## src/hw/rtl/adl_pkg.sv

```systemverilog
`default_nettype none
package adl_pkg;

  localparam logic [16:0] ADLER_MOD   = 17'd65521;
  localparam int          WORD_BYTES  = 4;
  localparam int          LANES_DEF   = 4;
  localparam int          QUEUE_DEF   = 2;
  // count <= 4 and sums reduced: B + n*A + W stays below 6 * modulus
  localparam int          REDUCE_MAX  = 5;

  // One classified item: last flag, byte count, plain byte total and position-weighted
  // total, so the back end closes the sums in one step.
  typedef struct packed {
    logic        last;
    logic [2:0]  cnt;
    logic [9:0]  byte_total;
    logic [11:0] weighted;
  } adl_item_t;

endpackage
`default_nettype wire

```

## src/hw/rtl/adl_front.sv

```systemverilog
`default_nettype none
module adl_front #(
  parameter int LANES = adl_pkg::LANES_DEF
) (
  input  wire logic             in_valid,
  input  wire logic [31:0]      in_data_bytes,
  input  wire logic [2:0]       in_valid_bytes,
  input  wire logic             in_last_item,
  output logic                  in_stall,
  input  wire logic             q_full,
  output logic                  q_push,
  output adl_pkg::adl_item_t    q_item
);
  import adl_pkg::*;

  localparam int LANE_CNT = (LANES < WORD_BYTES) ? LANES : WORD_BYTES;
  localparam logic [2:0] LIMIT = 3'(LANE_CNT);

  logic [2:0]  cnt;
  logic [9:0]  total;
  logic [11:0] weighted;

  always_comb begin
    cnt = (in_valid_bytes > LIMIT) ? LIMIT : in_valid_bytes;
    total = '0;
    weighted = '0;
    // byte k contributes (cnt - k) times to the second sum
    for (int k = 0; k < WORD_BYTES; k++) begin
      if (3'(k) < cnt) begin
        total = total + 10'(in_data_bytes[8*k +: 8]);
        weighted = weighted + 12'(in_data_bytes[8*k +: 8]) * 12'(cnt - 3'(k));
      end
    end
  end

  assign in_stall = q_full;
  assign q_push   = in_valid && !q_full;

  always_comb begin
    q_item.last       = in_last_item;
    q_item.cnt        = cnt;
    q_item.byte_total = total;
    q_item.weighted   = weighted;
  end

endmodule
`default_nettype wire

```

## src/hw/rtl/adl_queue.sv

```systemverilog
`default_nettype none
module adl_queue #(
  parameter int DEPTH = adl_pkg::QUEUE_DEF
) (
  input  wire logic               clk,
  input  wire logic               rst_n,
  input  wire logic               push,
  input  wire adl_pkg::adl_item_t push_item,
  output logic                    full,
  input  wire logic               pop,
  output adl_pkg::adl_item_t      pop_item,
  output logic                    empty
);
  import adl_pkg::*;

  localparam int PTR_W = (DEPTH > 1) ? $clog2(DEPTH) : 1;
  localparam int CNT_W = $clog2(DEPTH + 1);

  adl_item_t          mem [DEPTH];
  logic [PTR_W-1:0]   wr_ptr_r, wr_ptr_nxt;
  logic [PTR_W-1:0]   rd_ptr_r, rd_ptr_nxt;
  logic [CNT_W-1:0]   count_r, count_nxt;

  assign full     = (count_r == CNT_W'(DEPTH));
  assign empty    = (count_r == '0);
  assign pop_item = mem[rd_ptr_r];

  always_comb begin
    wr_ptr_nxt = wr_ptr_r;
    rd_ptr_nxt = rd_ptr_r;
    count_nxt  = count_r;
    if (push) begin
      wr_ptr_nxt = (wr_ptr_r == PTR_W'(DEPTH - 1)) ? '0 : wr_ptr_r + 1'b1;
    end
    if (pop) begin
      rd_ptr_nxt = (rd_ptr_r == PTR_W'(DEPTH - 1)) ? '0 : rd_ptr_r + 1'b1;
    end
    if (push && !pop) begin
      count_nxt = count_r + 1'b1;
    end else if (pop && !push) begin
      count_nxt = count_r - 1'b1;
    end
  end

  always_ff @(posedge clk) begin
    if (!rst_n) begin
      wr_ptr_r <= '0;
      rd_ptr_r <= '0;
      count_r  <= '0;
    end else begin
      wr_ptr_r <= wr_ptr_nxt;
      rd_ptr_r <= rd_ptr_nxt;
      count_r  <= count_nxt;
    end
  end

  always_ff @(posedge clk) begin
    if (push) begin
      mem[wr_ptr_r] <= push_item;
    end
  end

endmodule
`default_nettype wire

```

## src/hw/rtl/adl_back.sv

```systemverilog
`default_nettype none
module adl_back (
  input  wire logic               clk,
  input  wire logic               rst_n,
  input  wire logic               q_empty,
  input  wire adl_pkg::adl_item_t q_item,
  output logic                    q_pop,
  output logic                    out_valid,
  output logic [31:0]             out_checksum,
  input  wire logic               out_stall
);
  import adl_pkg::*;

  logic [15:0] a_r, a_nxt;
  logic [15:0] b_r, b_nxt;
  logic        out_valid_r, out_valid_nxt;
  logic [31:0] out_checksum_r;
  logic [16:0] a_sum;
  logic [19:0] na;
  logic [19:0] b_raw;
  logic [19:0] b_red;
  logic        emit;

  // a result can only be taken when the output register is free or draining
  assign q_pop = !q_empty && (!q_item.last || !out_valid_r || !out_stall);
  assign emit  = q_pop && q_item.last;

  always_comb begin
    a_sum = {1'b0, a_r} + 17'(q_item.byte_total);
    a_nxt = (a_sum >= ADLER_MOD) ? 16'(a_sum - ADLER_MOD) : a_sum[15:0];

    // B + n*A + weighted, then pick the largest multiple of the modulus below it
    na = (q_item.cnt[0] ? 20'(a_r) : 20'd0)
       + (q_item.cnt[1] ? (20'(a_r) << 1) : 20'd0)
       + (q_item.cnt[2] ? (20'(a_r) << 2) : 20'd0);
    b_raw = 20'(b_r) + na + 20'(q_item.weighted);
    b_red = b_raw;
    for (int k = 1; k <= REDUCE_MAX; k++) begin
      if (b_raw >= 20'(k * ADLER_MOD)) begin
        b_red = b_raw - 20'(k * ADLER_MOD);
      end
    end
    b_nxt = b_red[15:0];
  end

  assign out_valid_nxt = emit || (out_valid_r && out_stall);

  always_ff @(posedge clk) begin
    if (!rst_n) begin
      a_r         <= 16'd1;
      b_r         <= '0;
      out_valid_r <= 1'b0;
    end else begin
      out_valid_r <= out_valid_nxt;
      if (emit) begin
        a_r <= 16'd1;
        b_r <= '0;
      end else if (q_pop) begin
        a_r <= a_nxt;
        b_r <= b_nxt;
      end
    end
  end

  always_ff @(posedge clk) begin
    if (emit) begin
      out_checksum_r <= {b_nxt, a_nxt};
    end
  end

  assign out_valid    = out_valid_r;
  assign out_checksum = out_checksum_r;

endmodule
`default_nettype wire

```

## src/hw/rtl/adler32_checksum.sv

```systemverilog
// Adler-32 checksum over a byte stream delivered as 32-bit words.
// Input channel: in_data_bytes carries up to four bytes, first byte in
// bits 7:0; in_valid_bytes gives how many are used from the low end (values
// above min(LANES, 4) saturate); in_last_item closes the message. A transfer
// happens when in_valid is high and in_stall is low.
// Output channel: one out_checksum per message, {sum2, sum1}, presented on
// out_valid and held until a cycle with out_stall low.
// Throughput: one input word per cycle while in_stall is low. A word is classified on entry, held
// in a queue of QUEUE_DEPTH entries (two by default), and folded into both sums by the
// back end, which closes the sums with one add and a compare-select against
// multiples of 65521.
// Output path: the last word passes through the queue and the back end's output register
// before its checksum appears on the outputs, when nothing is queued ahead of it.
// Stall: while a checksum waits, non-last words keep flowing; a further last
// word waits in the queue, and once the queue fills, in_stall rises.
// Reset (rst_n low, synchronous): queue empties, no result is pending and the
// sums return to 1 and 0. An empty message yields 0x00000001.
`default_nettype none
module adler32_checksum #(
  parameter int LANES       = adl_pkg::LANES_DEF,
  parameter int QUEUE_DEPTH = adl_pkg::QUEUE_DEF
) (
  input  wire logic        clk,
  input  wire logic        rst_n,
  input  wire logic        in_valid,
  output logic             in_stall,
  input  wire logic [31:0] in_data_bytes,
  input  wire logic [2:0]  in_valid_bytes,
  input  wire logic        in_last_item,
  output logic             out_valid,
  input  wire logic        out_stall,
  output logic [31:0]      out_checksum
);
  import adl_pkg::*;

  adl_item_t push_item;
  adl_item_t pop_item;
  logic      q_push;
  logic      q_full;
  logic      q_pop;
  logic      q_empty;

  adl_front #(
    .LANES (LANES)
  ) u_front (
    .in_valid       (in_valid),
    .in_data_bytes  (in_data_bytes),
    .in_valid_bytes (in_valid_bytes),
    .in_last_item   (in_last_item),
    .in_stall       (in_stall),
    .q_full         (q_full),
    .q_push         (q_push),
    .q_item         (push_item)
  );

  adl_queue #(
    .DEPTH (QUEUE_DEPTH)
  ) u_queue (
    .clk       (clk),
    .rst_n     (rst_n),
    .push      (q_push),
    .push_item (push_item),
    .full      (q_full),
    .pop       (q_pop),
    .pop_item  (pop_item),
    .empty     (q_empty)
  );

  adl_back u_back (
    .clk          (clk),
    .rst_n        (rst_n),
    .q_empty      (q_empty),
    .q_item       (pop_item),
    .q_pop        (q_pop),
    .out_valid    (out_valid),
    .out_checksum (out_checksum),
    .out_stall    (out_stall)
  );

endmodule
`default_nettype wire

```

## config.mk

```make
export PLATFORM = sky130hd
export DESIGN_NAME = adler32_checksum
export DESIGN_NICKNAME = d
export VERILOG_FILES = /design/src/hw/rtl/adl_pkg.sv /design/src/hw/rtl/adl_front.sv /design/src/hw/rtl/adl_queue.sv /design/src/hw/rtl/adl_back.sv /design/src/hw/rtl/adler32_checksum.sv
export SDC_FILE = /design/constraint.sdc
export NUM_CORES = 1
export LEC_CHECK = 0
export ABC_AREA = 1
export BUFFER_PORTS_ARGS = -buffer_cell sky130_fd_sc_hd__buf_2
export CORE_AREA = 2 2 190 192
export CTS_CLUSTER_DIAMETER = 60
export DETAILED_ROUTE_END_ITERATION = 16
export DIE_AREA = 0 0 192 194
export PLACE_DENSITY_LB_ADDON = 0.25
export SLEW_MARGIN = 20
export SYNTH_ARGS = -nofsm -noshare
export SYNTH_HDL_FRONTEND = slang
export SYNTH_SLANG_ARGS = --single-unit
```

## constraint.sdc

```tcl
create_clock -name clk -period 22.3 [get_ports clk]
set_input_delay 3.345 -clock clk [delete_from_list [all_inputs] [get_ports clk]]
set_output_delay 3.345 -clock clk [all_outputs]
set_load 0.02 [all_outputs]
```

# After elaboration in Yosys (flattened, before gate mapping)
# Memory sizes are Yosys's and may differ from the RTL's. A register that Yosys moved wholly into a read port is not among the register bits.
# Cells that the tools add are included.
word_totals:
  register_bits: 69
  mem_bits_rw: 52
  out_inout_bits: 34
  wordCells: 94
  mem_count: 1
memory_table:
  columns: ["memory", "depth", "width", "read_ports", "rd_ports_with_merged_regs", "write_ports", "line", "source"]
  rows:
  - ["u_queue.mem", 2, 26, 1, 1, 1, "adl_queue.sv:19", "adl_item_t mem [DEPTH];"]
classes:
  n_addsub: 24
  n_mul: 4
  order_cmp: 11
  n_eq_ne: 1
  muxes: 26
  n_bitwise: 1
  reduce_logical: 19
op_table:
  columns: ["cell", "n"]
  rows:
  - ["$mux 16", 7]
  - ["$sub 16x16->16 const B", 6]
  - ["$mux 12", 4]
  - ["$add 20x20->20", 2]
  - ["$ge 20x18->1 const B", 2]
  - ["$add 12x12->12", 3]
  - ["$mul 8x12->12", 3]
  - ["$mux 10", 3]
  - ["$add 10x8->10", 2]
  - ["$add 16x20->20", 1]
  - ["$add 20x12->20", 1]
  - ["$ge 20x16->1 const B", 1]
  - ["$ge 20x17->1 const B", 1]
  - ["$ge 20x19->1 const B", 1]
  - ["$mux 18", 1]
  - ["$add 16x10->17", 1]
  - ["$ge 17x16->1 const B", 1]
  - ["$mux 17", 1]
  - ["$mul 8x3->11", 1]
  - ["$add 8x8->9", 1]
  - ["$mux 8", 1]
  - ["$sub 3x2->4 const B", 2]
  - ["$logic_not 1->1", 7]
  - ["$logic_and 1x1->1", 6]
  - ["16 further kinds", 27]

# Longest topological paths before layout
logic_depth:
  depth_word: 11
  depth_mapped: 61
  ltp_nobuf: 59

# Modules after synthesis
# A second synthesis with hierarchy kept.
unflattened:
  cells_unflattened: 2374
  area_unflattened_um2: 16781.1
by_module_without_submodules:
  columns: ["module", "n_inst", "cells_each", "area_per_inst_um2", "seq_area_each_um2"]
  rows:
  - ["adl_back", 1, 1233, 7876.3, 1621.6]
  - ["adl_front", 1, 1025, 6696.4, 0.0]
  - ["adl_queue", 1, 116, 2208.4, 1661.6]

# Worst setup path after synthesis
# No wires, ideal clock.
synth_path:
  path_type: "in2reg"
  from: "input in_valid_bytes[2]"
  to: "memory u_queue.mem[0][11] in the netlist's numbering, data pin"
  setup_time_ns: 0.263
  arrival_ns: 14.938
  path_slack_ns: 7.099
  cell_stages: 48
  n_path_buf: 2
  cell_sequence: "clkbuf_1 > nor2_1 > clkbuf_1 > nand2_1 > fa_1 > inv_1 > ha_1 > inv_1 > fa_1 > o31ai_1 > inv_1 > nor2_1 > nor2_1 > o21ai_0 > and2_1 > nor2_1 > o21ai_0 > fa_1 > [12 not listed] > ha_1 > a21oi_1 > nor2_1 > nor2_1 > xor2_1 > nor2_1 > a31oi_1 > fa_1 > fa_1 > fa_1 > fa_1 > inv_1 > ha_1 > a21oi_1 > xnor2_1 > xnor2_1 > nor2_1 > xnor2_1"
synth_rtl:
  columns: ["item", "line", "source"]
  rows:
  - ["start: declaration", "adler32_checksum.sv:28", "input wire logic [2:0] in_valid_bytes,"]
  - ["end: declaration", "adl_queue.sv:19", null]

==> impl_metrics.ini <==
[cts]
htreeDepth = 4
cts_tree = built
clk_pin_slew_ps = 60
cts_hold_buf = 0
cts_resized = 0
worstSkewPairLatency_ps = 420
cts_buffer_depth = 2
cts_setup_buffers = 0
clock_sinks = 122
clock_tree.root_cell = clkbuf_16
cts_inserted_buffers = 17

[finish]
syn2layout_area_growth_pct = 8.19
nets = 2794
layout_common_cells = 602 x nand2_1, 452 x inv_1, 275 x nor2_1
drive_gt1_frac = 0.0792
layout_commonest_cell = nand2_1
num_antenna_cells = 0

[sta]
min_period_over_period = 0.736
finalSetupViolCount = 0
worst_pin_slew_ps = 963
final_hold_viol_count = 0
period_needed_ps = 16420
fin_skew_ps = 6.30
final.setup.tns_ps = 0
clock.fmax_ghz = 0.0609
slew_headroom = 0.356
slew_viol_final = 0
rsz0062_at_grt = no

[critical_path]
startpoint_type = input pin
path_common_cell = fa_1
critPathCaptureType = register
cp_max_fo = 34
critPathKind = input pin to register
critPathSlowestCell = clkinv_1
critical-path-top-delay-family = adder cells
crit_required_ps = 22460
critPathBufInv = 13
crit_start = in_valid_bytes[2]
worst_path_largest_cell_delay_ps = 960
critical_path_arrival_ps = 16590

[yosys]
yosysSeqAreaShare = 0.189
synth.top_cells.by_area = fa_1 21%, edfxtp_1 15%, nand2_1 13%
synth_top_cell_by_area = fa_1
syn_area_mm2 = 0.0174
synthFlopType = edfxtp_1
ys_seq_elements = 122
syn_avg_cell_area_um2 = 7.33
synthDominantCellAreaShare = 0.209
ys_types = 56
yosys_warnings = 0
synth.net_count = 2740
synth_edf_count = 84
syn_inst = 2369
synthArstFlopShare = 0

[global_route]
grt_max_degree = 59
antenna_found_initial = 0
grt_pass1_vias = 14736
grt_pass1_wl_um = 73600
grt_use_total = 0.249
grt_overflow = 0

[routing]
wl_um = 45300
drtIter0Drc = 858
viasPerCell = 5.16
ant_nets = 0
detail_route.first_pass.iterations = 5
drc = 0
vias = 14946
post_drt_wl_per_cell_um = 15.7

[floorplanning]
dieArea_mm2 = 0.0372
dieHeight_um = 194
core-area_mm2 = 0.0352
start_util = 0.493
pin_count = 74
placementRows = 69
die_x_um = 192

[min_path]
min_from = u_queue.rd_ptr_r$_SDFFE_PN0P_
hold_path.class = register to register

[placement]
io_buffers = 73
dp_hpwl_um = 37600
gp_congestion = 0.930

[run]
maxCapViolCount = 0

[outcome]
status = finished, final reports clean
## flip-flops by register name, summed over array words and instances (netlist names), named ones only
register / cells
u_back.out_valid: 1
u_queue.wr_ptr_r: 1
u_back.b_r: 16
u_queue.mem: 52
u_back.a_r: 16
u_queue.rd_ptr_r: 1
u_back.out_checksum: 32
u_queue.count_r: 2
## synthesized netlist by cell type (3+ instances only)
cell type and n:
nand2_2 13, o21a_1 3, inv_1 453, a21oi_1 74, dfxtp_1 38, o21bai_1 5
xnor2_1 29, buf_2 5, a211oi_1 3, nor3_1 16, mux2i_1 3, ha_1 150
nor2_2 5, nand3_1 99, nand3b_1 9, or2_1 3, nor2_4 6, xor2_1 53
and2_1 5, nor2_1 278, o21ai_1 18, a31oi_1 12, or2_2 13, o21ai_0 78
nand3_2 6, o31ai_1 8, buf_1 4, edfxtp_1 84, fa_1 181, nand2_4 4
inv_2 17, clkbuf_1 34, buf_6 3, nand2_1 602, buf_4 4, o22ai_1 3
o22a_1 4, nand4_1 19, clkinv_1 4
## per-layer routing
| layer | global-route usage | part of all wire |
|---|---|---|
| met1 | 0.332 | 0.44 |
| met2 | 0.419 | 0.48 |
| met3 | 0.0288 | 0.045 |
| met4 | 0.0885 | 0.033 |
| met5 | 0 | 0 |
## logic make-up after synthesis
logic type | share of synthesized area
flops | 0.189
mux | 0.00173
xor+xnor | 0.0439
compound gates | 0.0727
buf+inv | 0.117
fa+ha+maj | 0.317
other cells | 0.000216
simple gates | 0.259
## metrics by stage
stage | utilization | hold slack [ps] | area [µm²] | worst slack, ps | cells
global placement | 0.516 | 434 | 18200 | 5750 | 2865
global route | 0.533 | 487 | 18800 | 4980 | 2897
floorplan | - | 425 | 17400 | 7100 | 2369
CTS | 0.533 | 459 | 18800 | 5860 | 2897
detailed placement | 0.516 | 451 | 18200 | 5410 | 2865
finish | 0.533 | 471 | 18800 | 5880 | 2897
## cell type report
cell class | count | area (µm²)
flip-flops and latches | 122 | 3280
clock buffers | 20 | 447
repair buffers | 85 | 455
multi-input cells | 1721 | 12100
fillers | 3339 | 16400
clock inverters | 12 | 166
inverters | 476 | 1790
well taps | 461 | 577
## path summary, 6_finish.rpt
kind | to | slack (ps) | cells after the start
worst min register to register | u_queue.rd_ptr_r$_SDFFE_PN0P_ | 470 | 1
worst max register to register | u_back.out_checksum[27]$_DFFE_PP_ | 15340 | 31
worst max-delay path | u_queue.mem[1][11]$_DFFE_PP_ | 5880 | 49
worst min-delay path | u_queue.rd_ptr_r$_SDFFE_PN0P_ | 470 | 1
Power is not shown: default switching activity piles up to over one toggle a cycle in this logic, so the estimate is an artifact.
